===== config.mk =====
export PLATFORM = sky130hd
export DESIGN_NAME = rv32i_instruction_decoder
export DESIGN_NICKNAME = d
export VERILOG_FILES = /design/src/design/rvid_pkg.sv /design/src/design/rvid_field_decode.sv /design/src/design/rv32i_instruction_decoder.sv
export SDC_FILE = /design/constraint.sdc
export NUM_CORES = 1
export LEC_CHECK = 0
export BUFFER_PORTS_ARGS = -buffer_cell sky130_fd_sc_hd__buf_2
export CAP_MARGIN = 15
export CELL_PAD_IN_SITES_DETAIL_PLACEMENT = 1
export CELL_PAD_IN_SITES_GLOBAL_PLACEMENT = 1
export CORE_ASPECT_RATIO = 0.75
export CORE_MARGIN = 3
export CORE_UTILIZATION = 50
export DETAILED_ROUTE_END_ITERATION = 7
export GPL_TIMING_DRIVEN = 0
export PLACE_DENSITY = 0.95
export SLEW_MARGIN = 5
export SYNTH_ARGS = -nofsm -noshare
export SYNTH_HDL_FRONTEND = slang
export SYNTH_SLANG_ARGS = --single-unit
export TNS_END_PERCENT = 20

===== constraint.sdc =====
create_clock -name clock -period 8.15 [get_ports clock]
set_clock_uncertainty 0.05 [all_clocks]
set_input_delay 0.4075 -clock clock [delete_from_list [all_inputs] [get_ports clock]]
set_output_delay 0.4075 -clock clock [all_outputs]
set_load 0.01 [all_outputs]

===== src/design/rvid_pkg.sv =====
`default_nettype none

package rvid_pkg;

   localparam int unsigned WordWidth = 32;
   localparam int unsigned RegWidth  = 5;
   localparam int unsigned ImmWidth  = 21;
   localparam int unsigned RspWidth  = 48;

   localparam logic [6:0] OPC_OP     = 7'h33;
   localparam logic [6:0] OPC_OPIMM  = 7'h13;
   localparam logic [6:0] OPC_LOAD   = 7'h03;
   localparam logic [6:0] OPC_JALR   = 7'h67;
   localparam logic [6:0] OPC_SYSTEM = 7'h73;
   localparam logic [6:0] OPC_STORE  = 7'h23;
   localparam logic [6:0] OPC_BRANCH = 7'h63;
   localparam logic [6:0] OPC_LUI    = 7'h37;
   localparam logic [6:0] OPC_AUIPC  = 7'h17;
   localparam logic [6:0] OPC_JAL    = 7'h6F;

   typedef enum logic [3:0] {
      CLS_BAD    = 4'd0,
      CLS_OP     = 4'd1,
      CLS_OPIMM  = 4'd2,
      CLS_LOAD   = 4'd3,
      CLS_JALR   = 4'd4,
      CLS_SYSTEM = 4'd5,
      CLS_STORE  = 4'd6,
      CLS_BRANCH = 4'd7,
      CLS_LUI    = 4'd8,
      CLS_AUIPC  = 4'd9,
      CLS_JAL    = 4'd10
   } opclass_type;

   typedef enum logic [1:0] {
      ERR_NONE   = 2'd0,
      ERR_OPCODE = 2'd1,
      ERR_FUNCT3 = 2'd2
   } error_type;

   typedef enum logic [2:0] {
      FMT_R = 3'd0,
      FMT_I = 3'd1,
      FMT_S = 3'd2,
      FMT_B = 3'd3,
      FMT_U = 3'd4,
      FMT_J = 3'd5
   } format_type;

   typedef enum logic [5:0] {
      MN_NONE   = 6'd0,
      MN_LUI    = 6'd1,
      MN_AUIPC  = 6'd2,
      MN_JAL    = 6'd3,
      MN_JALR   = 6'd4,
      MN_BEQ    = 6'd5,
      MN_BNE    = 6'd6,
      MN_BLT    = 6'd7,
      MN_BGE    = 6'd8,
      MN_BLTU   = 6'd9,
      MN_BGEU   = 6'd10,
      MN_LB     = 6'd11,
      MN_LH     = 6'd12,
      MN_LW     = 6'd13,
      MN_LBU    = 6'd14,
      MN_LHU    = 6'd15,
      MN_SB     = 6'd16,
      MN_SH     = 6'd17,
      MN_SW     = 6'd18,
      MN_ADDI   = 6'd19,
      MN_SLTI   = 6'd20,
      MN_SLTIU  = 6'd21,
      MN_XORI   = 6'd22,
      MN_ORI    = 6'd23,
      MN_ANDI   = 6'd24,
      MN_SLLI   = 6'd25,
      MN_SRLI   = 6'd26,
      MN_SRAI   = 6'd27,
      MN_ADD    = 6'd28,
      MN_SUB    = 6'd29,
      MN_SLL    = 6'd30,
      MN_SLT    = 6'd31,
      MN_SLTU   = 6'd32,
      MN_XOR    = 6'd33,
      MN_SRL    = 6'd34,
      MN_SRA    = 6'd35,
      MN_OR     = 6'd36,
      MN_AND    = 6'd37,
      MN_ECALL  = 6'd38,
      MN_EBREAK = 6'd39
   } mnemonic_type;

   typedef struct packed {
      opclass_type               cls;
      logic [2:0]                f3;
      logic                      b30;
      logic                      sys_imm_nz;
      logic [RegWidth-1:0]       rd;
      logic [RegWidth-1:0]       rs1;
      logic [RegWidth-1:0]       rs2;
      logic signed [ImmWidth-1:0] imm;
   } decode_type;

endpackage

`default_nettype wire


===== src/design/rvid_field_decode.sv =====
`default_nettype none

module rvid_field_decode (
   input  wire logic [rvid_pkg::WordWidth-1:0] word,
   output rvid_pkg::decode_type                 dec
);

   logic signed [rvid_pkg::ImmWidth-1:0] imm_i;
   logic signed [rvid_pkg::ImmWidth-1:0] imm_s;
   logic signed [rvid_pkg::ImmWidth-1:0] imm_b;
   logic signed [rvid_pkg::ImmWidth-1:0] imm_u;
   logic signed [rvid_pkg::ImmWidth-1:0] imm_j;
   logic signed [rvid_pkg::ImmWidth-1:0] imm_sh;
   rvid_pkg::opclass_type                cls;

   assign imm_i  = {{9{word[31]}}, word[31:20]};
   assign imm_s  = {{9{word[31]}}, word[31:25], word[11:7]};
   assign imm_b  = {{8{word[31]}}, word[31], word[7], word[30:25], word[11:8], 1'b0};
   assign imm_u  = {1'b0, word[31:12]};
   assign imm_j  = {word[31], word[19:12], word[20], word[30:21], 1'b0};
   assign imm_sh = {16'd0, word[24:20]};

   always_comb begin
      unique case (word[6:0])
         rvid_pkg::OPC_OP:     cls = rvid_pkg::CLS_OP;
         rvid_pkg::OPC_OPIMM:  cls = rvid_pkg::CLS_OPIMM;
         rvid_pkg::OPC_LOAD:   cls = rvid_pkg::CLS_LOAD;
         rvid_pkg::OPC_JALR:   cls = rvid_pkg::CLS_JALR;
         rvid_pkg::OPC_SYSTEM: cls = rvid_pkg::CLS_SYSTEM;
         rvid_pkg::OPC_STORE:  cls = rvid_pkg::CLS_STORE;
         rvid_pkg::OPC_BRANCH: cls = rvid_pkg::CLS_BRANCH;
         rvid_pkg::OPC_LUI:    cls = rvid_pkg::CLS_LUI;
         rvid_pkg::OPC_AUIPC:  cls = rvid_pkg::CLS_AUIPC;
         rvid_pkg::OPC_JAL:    cls = rvid_pkg::CLS_JAL;
         default:              cls = rvid_pkg::CLS_BAD;
      endcase
   end

   always_comb begin
      dec.cls        = cls;
      dec.f3         = word[14:12];
      dec.b30        = word[30];
      dec.sys_imm_nz = |word[31:20];
      dec.rd         = word[11:7];
      dec.rs1        = word[19:15];
      dec.rs2        = word[24:20];
      unique case (cls)
         rvid_pkg::CLS_OPIMM: begin
            if (word[13:12] == 2'b01) begin
               dec.imm = imm_sh;
            end else begin
               dec.imm = imm_i;
            end
         end
         rvid_pkg::CLS_LOAD,
         rvid_pkg::CLS_JALR,
         rvid_pkg::CLS_SYSTEM: dec.imm = imm_i;
         rvid_pkg::CLS_STORE:  dec.imm = imm_s;
         rvid_pkg::CLS_BRANCH: dec.imm = imm_b;
         rvid_pkg::CLS_LUI,
         rvid_pkg::CLS_AUIPC:  dec.imm = imm_u;
         rvid_pkg::CLS_JAL:    dec.imm = imm_j;
         default:              dec.imm = '0;
      endcase
   end

endmodule

`default_nettype wire


===== src/design/rv32i_instruction_decoder.sv =====
// RV32I instruction decoder.
// Input stream: req_tdata carries one 32-bit instruction word per transaction.
// Output stream: rsp_tdata carries one decoded result per transaction:
//   error code, format, mnemonic code, rd, rs1, rs2 and the 21-bit immediate.
//   Unknown opcodes and illegal funct3 values come back flagged in the error
//   code with mnemonic, registers and immediate cleared; funct3 errors keep the format.
// Pipeline: three register stages (word capture, field/immediate extraction,
//   mnemonic lookup and masking), each registered in turn before rsp_tvalid
//   rises; throughput is one transaction per cycle while rsp_tready is high.
// Each stage carries its own valid bit and moves when the stage after it is
//   empty or moving, so bubbles are squeezed out. When rsp_tready is low the
//   full stages hold their contents; up to three words are held in flight and
//   nothing is dropped or duplicated.
// Reset clears all valid bits, so the block is ready to accept a word as soon
//   as reset is released.
`default_nettype none

module rv32i_instruction_decoder (
   input  wire logic                          clock,
   input  wire logic                          reset,
   input  wire logic                          req_tvalid,
   output      logic                          req_tready,
   input  wire logic [rvid_pkg::WordWidth-1:0] req_tdata, // [31:0] instr_word
   output      logic                          rsp_tvalid,
   input  wire logic                          rsp_tready,
   // [1:0] error_code, [4:2] format_code, [10:5] mnemonic_code,
   // [15:11] dest_reg, [20:16] src1_reg, [25:21] src2_reg,
   // [46:26] imm_value, [47] zero
   output      logic [rvid_pkg::RspWidth-1:0] rsp_tdata
);

   logic                           s1_valid_ff, s1_valid_in;
   logic                           s2_valid_ff, s2_valid_in;
   logic                           s3_valid_ff, s3_valid_in;
   logic [rvid_pkg::WordWidth-1:0] s1_word_ff, s1_word_in;
   rvid_pkg::decode_type           s2_dec_ff, s2_dec_in;
   logic [rvid_pkg::RspWidth-1:0]  s3_data_ff, s3_data_in;

   logic adv1, adv2, adv3;

   rvid_pkg::decode_type    dec_now;
   rvid_pkg::error_type     err;
   rvid_pkg::format_type    fmt;
   rvid_pkg::mnemonic_type  mn;
   logic                    use_rd, use_rs1, use_rs2;
   logic [rvid_pkg::RegWidth-1:0]        rd_o, rs1_o, rs2_o;
   logic signed [rvid_pkg::ImmWidth-1:0] imm_o;
   rvid_pkg::mnemonic_type  mn_o;

   assign adv3 = !s3_valid_ff || rsp_tready;
   assign adv2 = !s2_valid_ff || adv3;
   assign adv1 = !s1_valid_ff || adv2;

   assign req_tready = adv1;
   assign rsp_tvalid = s3_valid_ff;
   assign rsp_tdata  = s3_data_ff;

   rvid_field_decode u_field_decode (
      .word (s1_word_ff),
      .dec  (dec_now)
   );

   // stage 3: mnemonic lookup, error check, field masking
   always_comb begin
      err     = rvid_pkg::ERR_NONE;
      fmt     = rvid_pkg::FMT_R;
      mn      = rvid_pkg::MN_NONE;
      use_rd  = 1'b1;
      use_rs1 = 1'b1;
      use_rs2 = 1'b0;
      unique case (s2_dec_ff.cls)
         rvid_pkg::CLS_OP: begin
            fmt     = rvid_pkg::FMT_R;
            use_rs2 = 1'b1;
            unique case (s2_dec_ff.f3)
               3'd0: mn = s2_dec_ff.b30 ? rvid_pkg::MN_SUB : rvid_pkg::MN_ADD;
               3'd1: mn = rvid_pkg::MN_SLL;
               3'd2: mn = rvid_pkg::MN_SLT;
               3'd3: mn = rvid_pkg::MN_SLTU;
               3'd4: mn = rvid_pkg::MN_XOR;
               3'd5: mn = s2_dec_ff.b30 ? rvid_pkg::MN_SRA : rvid_pkg::MN_SRL;
               3'd6: mn = rvid_pkg::MN_OR;
               default: mn = rvid_pkg::MN_AND;
            endcase
         end
         rvid_pkg::CLS_OPIMM: begin
            fmt = rvid_pkg::FMT_I;
            unique case (s2_dec_ff.f3)
               3'd0: mn = rvid_pkg::MN_ADDI;
               3'd1: mn = rvid_pkg::MN_SLLI;
               3'd2: mn = rvid_pkg::MN_SLTI;
               3'd3: mn = rvid_pkg::MN_SLTIU;
               3'd4: mn = rvid_pkg::MN_XORI;
               3'd5: mn = s2_dec_ff.b30 ? rvid_pkg::MN_SRAI : rvid_pkg::MN_SRLI;
               3'd6: mn = rvid_pkg::MN_ORI;
               default: mn = rvid_pkg::MN_ANDI;
            endcase
         end
         rvid_pkg::CLS_LOAD: begin
            fmt = rvid_pkg::FMT_I;
            unique case (s2_dec_ff.f3)
               3'd0: mn = rvid_pkg::MN_LB;
               3'd1: mn = rvid_pkg::MN_LH;
               3'd2: mn = rvid_pkg::MN_LW;
               3'd4: mn = rvid_pkg::MN_LBU;
               3'd5: mn = rvid_pkg::MN_LHU;
               default: err = rvid_pkg::ERR_FUNCT3;
            endcase
         end
         rvid_pkg::CLS_JALR: begin
            fmt = rvid_pkg::FMT_I;
            mn  = rvid_pkg::MN_JALR;
            if (s2_dec_ff.f3 != 3'd0) begin
               err = rvid_pkg::ERR_FUNCT3;
            end
         end
         rvid_pkg::CLS_SYSTEM: begin
            fmt = rvid_pkg::FMT_I;
            mn  = s2_dec_ff.sys_imm_nz ? rvid_pkg::MN_EBREAK : rvid_pkg::MN_ECALL;
            if (s2_dec_ff.f3 != 3'd0) begin
               err = rvid_pkg::ERR_FUNCT3;
            end
         end
         rvid_pkg::CLS_STORE: begin
            fmt     = rvid_pkg::FMT_S;
            use_rd  = 1'b0;
            use_rs2 = 1'b1;
            unique case (s2_dec_ff.f3)
               3'd0: mn = rvid_pkg::MN_SB;
               3'd1: mn = rvid_pkg::MN_SH;
               3'd2: mn = rvid_pkg::MN_SW;
               default: err = rvid_pkg::ERR_FUNCT3;
            endcase
         end
         rvid_pkg::CLS_BRANCH: begin
            fmt     = rvid_pkg::FMT_B;
            use_rd  = 1'b0;
            use_rs2 = 1'b1;
            unique case (s2_dec_ff.f3)
               3'd0: mn = rvid_pkg::MN_BEQ;
               3'd1: mn = rvid_pkg::MN_BNE;
               3'd4: mn = rvid_pkg::MN_BLT;
               3'd5: mn = rvid_pkg::MN_BGE;
               3'd6: mn = rvid_pkg::MN_BLTU;
               3'd7: mn = rvid_pkg::MN_BGEU;
               default: err = rvid_pkg::ERR_FUNCT3;
            endcase
         end
         rvid_pkg::CLS_LUI: begin
            fmt     = rvid_pkg::FMT_U;
            mn      = rvid_pkg::MN_LUI;
            use_rs1 = 1'b0;
         end
         rvid_pkg::CLS_AUIPC: begin
            fmt     = rvid_pkg::FMT_U;
            mn      = rvid_pkg::MN_AUIPC;
            use_rs1 = 1'b0;
         end
         rvid_pkg::CLS_JAL: begin
            fmt     = rvid_pkg::FMT_J;
            mn      = rvid_pkg::MN_JAL;
            use_rs1 = 1'b0;
         end
         default: begin
            err = rvid_pkg::ERR_OPCODE;
         end
      endcase

      if (err != rvid_pkg::ERR_NONE) begin
         mn_o  = rvid_pkg::MN_NONE;
         rd_o  = '0;
         rs1_o = '0;
         rs2_o = '0;
         imm_o = '0;
      end else begin
         mn_o  = mn;
         rd_o  = use_rd  ? s2_dec_ff.rd  : '0;
         rs1_o = use_rs1 ? s2_dec_ff.rs1 : '0;
         rs2_o = use_rs2 ? s2_dec_ff.rs2 : '0;
         imm_o = s2_dec_ff.imm;
      end
   end

   always_comb begin
      s1_valid_in = adv1 ? req_tvalid  : s1_valid_ff;
      s2_valid_in = adv2 ? s1_valid_ff : s2_valid_ff;
      s3_valid_in = adv3 ? s2_valid_ff : s3_valid_ff;
      s1_word_in  = (adv1 && req_tvalid)  ? req_tdata : s1_word_ff;
      s2_dec_in   = (adv2 && s1_valid_ff) ? dec_now   : s2_dec_ff;
      s3_data_in  = (adv3 && s2_valid_ff) ?
                    {1'b0, imm_o, rs2_o, rs1_o, rd_o, mn_o, fmt, err} : s3_data_ff;
   end

   always_ff @(posedge clock) begin
      if (reset) begin
         s1_valid_ff <= 1'b0;
         s2_valid_ff <= 1'b0;
         s3_valid_ff <= 1'b0;
      end else begin
         s1_valid_ff <= s1_valid_in;
         s2_valid_ff <= s2_valid_in;
         s3_valid_ff <= s3_valid_in;
      end
   end

   always_ff @(posedge clock) begin
      s1_word_ff <= s1_word_in;
      s2_dec_ff  <= s2_dec_in;
      s3_data_ff <= s3_data_in;
   end

endmodule

`default_nettype wire


== Yosys cells after proc, flatten, opt, wreduce, memory -nomap -nowiden ==
Index checks and enable logic that the tools add are counted.
Widths: inputs -> output; s select.
Operators by class
  equality and inequality tests: 37
  multiplexer cells: 20
  bitwise gates (word level): 1
  reduce and logical (&&, ||, !) cells: 26
Operators by type and width (number)
  $pmux 21 s6: 1
  $pmux 6 s10: 1
  $pmux 6 s7: 1
  $pmux 4 s10: 1
  $eq 4x3->1 const B: 8
  $eq 7x7->1 const B: 4
  $pmux 4 s7: 1
  $eq 4x4->1 const B: 6
  $pmux 4 s6: 1
  $eq 7x6->1 const B: 3
  $mux 21: 1
  $pmux 4 s5: 1
  $eq 4x2->1 const B: 4
  $pmux 3 s5: 1
  $pmux 5 s3: 1
  $eq 7x5->1 const B: 2
  $eq 3x3->1 const B: 4
  $reduce_or 12->1: 1
  $reduce_or 3->1: 4
  $pmux 2 s5: 1
  $reduce_or 5->1: 2
  $mux 2: 4
  $reduce_or 2->1: 4
  $reduce_or 4->1: 2
  14 further kinds: 25
Storage, ports and cells
  bits in registers: 127
  input bits: 36

== Logic depth before layout (Yosys ltp) ==
  depth after elaboration: 6
  depth in mapped cells: 8
  depth with buffers taken out: 5

== Modules after synthesis ==
From an unflattened synthesis, not the netlist that was laid out.
Unflattened totals
  cells, all modules: 410
  area total of the unflattened synthesis: 5541.6 sq um
Modules (own cells, without submodules)
  rv32i_instruction_decoder: instances 1, cells an instance 287, area each 4727.0 sq um
  rvid_field_decode: instances 1, cells an instance 123, area each 814.5 sq um

== Worst setup path before layout ==
OpenSTA, ideal clock, no wires.
  path type: reg2reg
  from: register s3_valid_ff (netlist: rsp_tvalid)
  to: register s2_dec_ff[0] (netlist name), enable pin
  setup time: 0.516 ns
  data arrival time: 3.823 ns
  data required time: 7.584 ns
  path slack: 3.760 ns
  stages on the path, launching flop included: 3
  buffers on the path: 0
  path through: dfxtp_1 > nor2b_1 > a21boi_0
Between the ends
  cells in the longest elaborated chain, start to end: 4
Ends and longest elaborated chain
  from (decl): RTL line rv32i_instruction_decoder.sv:34  | logic s3_valid_ff, s3_valid_in;
  from (signal assigned): RTL line rv32i_instruction_decoder.sv:202  | s3_valid_ff <= s3_valid_in;
  $logic_not 1->1: RTL line rv32i_instruction_decoder.sv:50  | assign adv3 = !s3_valid_ff || rsp_tready;
  $logic_or 1x1->1: RTL line rv32i_instruction_decoder.sv:50
  $logic_or 1x1->1: RTL line rv32i_instruction_decoder.sv:51  | assign adv2 = !s2_valid_ff || adv3;
  $logic_and 1x1->1: RTL line rv32i_instruction_decoder.sv:189  | s2_dec_in = (adv2 && s1_valid_ff) ? dec_now : s2_dec_ff;
  to (signal assigned): RTL line rv32i_instruction_decoder.sv:208  | s2_dec_ff <= s2_dec_in;
  to (decl): RTL line rv32i_instruction_decoder.sv:36  | rvid_pkg::decode_type s2_dec_ff, s2_dec_in;
Every way passes these cells.
A chain may end at the register's enable or synchronous reset.

==> flow_summary.ini <==
[placement]
detailedPlace.worstSlack_ns = 5.90
place.port_buffers = 84
gp_routability_congestion = 0.911
place_hpwl_um = 11100

[clock_network]
clock_sinks = 127
path_clk_slew_ns = 0.06
cts_setup_buffers = 0
clkLatencyLatePin_ns = 0.43
clock_tree.root_cell = clkbuf_16
cts_tree = built
bufs_on_longest_clock_path = 2
cts-htree-levels = 4
cts_inserted_buffers = 17
post_cts_resized = 0
hold_buffers = 0

[floorplanning]
floorplan.die.width_um = 126
fp-row-count = 32
core_um2 = 10400
start_util_pct = 51.7
floorplan.io_pins = 86
die_y_um = 95.7
dieArea_um2 = 12000

[sta]
maxSlewViolCount = 0
tns_ns = 0
final.period_utilization_pct = 29.9
fmax_ghz = 0.411
rsz_0062_raised_after_global_routing = false
min_period_ns = 2.43
postLayoutSetupSlackWorst_ns = 5.72
final-hold-violation-count = 0
worstMarginPinSlew_ns = 0.771
setup-violations-final = 0
slew_headroom_pct = 48.5

[cells_and_area]
drive_gt1_share_pct = 29.4
final_util_pct = 64.3
n_fill_cell = 1018
antenna_cells = 0
flow.area_growth_from_synthesis_pct = 24.4
num-nets-final = 519

[pwr]
p_int_mw = 1.32
total_leakage_power_nw = 2.47
ir_worst_vdd_mv = 0.161
p_sw_share_pct = 23.4
power_spent_charging_and_discharging_nets_uw = 404
p_seq_share_pct = 45.9
pwr-share-clk_pct = 46.6
power.density_nw_per_um2 = 259
gate_power_share_pct = 7.5

[synthesis]
post_synth_num_cell_types = 62
synthArstFlopShare_pct = 0
synthesis.area_um2 = 5360
postSynthRegisterBits = 127
avgSynthCellArea_um2 = 14.2
synth_sequential_area_ratio_pct = 70.6
synth-edff-count = 124
nets_in_the_synthesized_netlist = 413
synthCells = 377
postSynth.topFlopCell = edfxtp_1
yosys_warnings = 0

[hold_path]
timing.hold.worst.class = in -> reg
holdPathStages = 1

[global_route]
grt-ovfl-total = 0
track_usage_pct = 28.1
antenna_found_initial = 0
grt_max_degree = 30
grt_pass1_vias = 4111
grt_pass1_wl_um = 24500

[critical_path]
timing.reg2reg.worst_path_depth = 6
timing.critical_path.required_ns = 8.26
timing.critical_path.arrival_ns = 2.54
critical_path.endpoint_type = flop
crit_fanout = 10
cp-start-kind = flop
worst-setup-path-type = reg -> reg

[run_status]
status = complete, no violations

[routing]
first_iter_violations = 378
route.detailed.wl_per_inst_um = 25.6
dr_total_vias = 3899
detail-route-antenna-nets = 0
remaining_drc_errors = 0
route.detailed.vias_per_inst = 6.17
detail_route.first_pass.iterations = 5
total_length_of_routed_wires_um = 16200

[flow_run]
maxCapViolations = 0
-- routing by layer --
| layer | track usage (%) | part of all wire, % | vias up |
|---|---|---|---|
| met5 | 0 | 0 | - |
| met2 | 49.3 | 51 | 244 |
| met3 | 8.73 | 8.2 | 72 |
| li1 | - | - | 1657 |
| met4 | 13.0 | 4.2 | 0 |
| met1 | 32.0 | 36 | 1926 |
-- cell usage after synthesis (all sizes together) (7+ instances only) --
master  count  area, µm²
edfxtp    124       3720
nand2      29        111
nor2       27        101
and2       22        138
buf        17        129
and3       15       93.8
a21oi      13       65.1
a22o       12        105
o21ai      12       60.1
a221o       8       80.1
inv         8       30.0
nor2b       7       43.8
-- state kept, by name, indices dropped and copies added (netlist names) --
signal and flops:
rsp_tvalid 1, s2_dec_ff 45, s1_word_ff 32, s2_valid_ff 1, rsp_tdata 47, s1_valid_ff 1
-- power groups by stage --
stage                     Combinational [mW]  Sequential (mW)  Clock, mW
after floorplan                       0.0687            0.797          0
after global placement                 0.111            0.799          0
after detailed placement               0.125            0.803          0
after CTS                              0.128            0.791      0.812
after global routing                   0.139            0.794      0.842
final                                  0.130            0.791      0.805
-- cell families after synthesis --
| kind of cell | Yosys count | synth area share (%) |
|---|---|---|
| buf+inv | 30 | 3.31 |
| flops | 127 | 70.6 |
| xor+xnor | 2 | 0.327 |
| other cells | 1 | 0.0700 |
| compound gates | 80 | 11.6 |
| mux | 2 | 0.397 |
| simple gates | 135 | 13.7 |
-- layout make-up --
class / instances / area, µm² / share of cell area, %
inverters: 8 / 30.0 / 0.450
plain buffers: 22 / 148 / 2.21
clock buffers: 17 / 425 / 6.38
multi-input cells: 220 / 1430 / 21.5
flip-flops and latches: 127 / 3780 / 56.7
well taps: 136 / 170 / 2.55
repair buffers: 87 / 488 / 7.32
clock inverters: 15 / 193 / 2.89
-- path summary, 6_finish.rpt --
path,slack (ns),end,start
setup reg to reg,5.72,s2_dec_ff[17],s1_word_ff[5]
hold / removal,0.1,s1_word_ff[7],req_tdata[7]
setup / recovery,5.72,s2_dec_ff[17],s1_word_ff[5]
hold reg to reg,0.40,s2_dec_ff[34],s1_word_ff[10]
-- per-stage QoR --
step                      total power [mW]  hold slack, ns  instance area (µm²)  cells
after detailed placement             0.928           0.389                 6050    600
after CTS                             1.73          0.0902                 6670    632
final                                 1.73          0.0993                 6670    632
after floorplan                      0.865           0.376                 5360    377
after global placement               0.910           0.383                 5950    597
after global routing                  1.78          0.0900                 6670    632
-- critical path: stages (launching register included) --
cell,delay (ns)
edfxtp_1,0.43
clkbuf_1,0.28
nor4_1,0.58
a211oi_2,0.13
nand2_1,0.19
a21boi_2,0.16
a221o_1,0.34
-- placed cells by master (no fill, tap or decap), types with 4 or more instances in the layout --
cell type  Yosys  routed
edfxtp_1     124     124
nor2b_1        7       6
nor4_1         5       5
a21oi_1       13      13
a21o_1         5       5
nand2b_1       6       6
nor2_1        27      27
clkbuf_16      0      17
o21ai_0        6       6
and2_1        22      22
inv_1          7       7
a221o_1        8       8
clkbuf_1       5       5
bufinv_16      0       4
and3_1        15      15
o21ai_1        6       6
buf_6          6       6
buf_2          7      91
a22o_1        12      12
nand3_1        6       6
nand2_1       28      28
No activity file was read; power rests on OpenSTA's default activity.
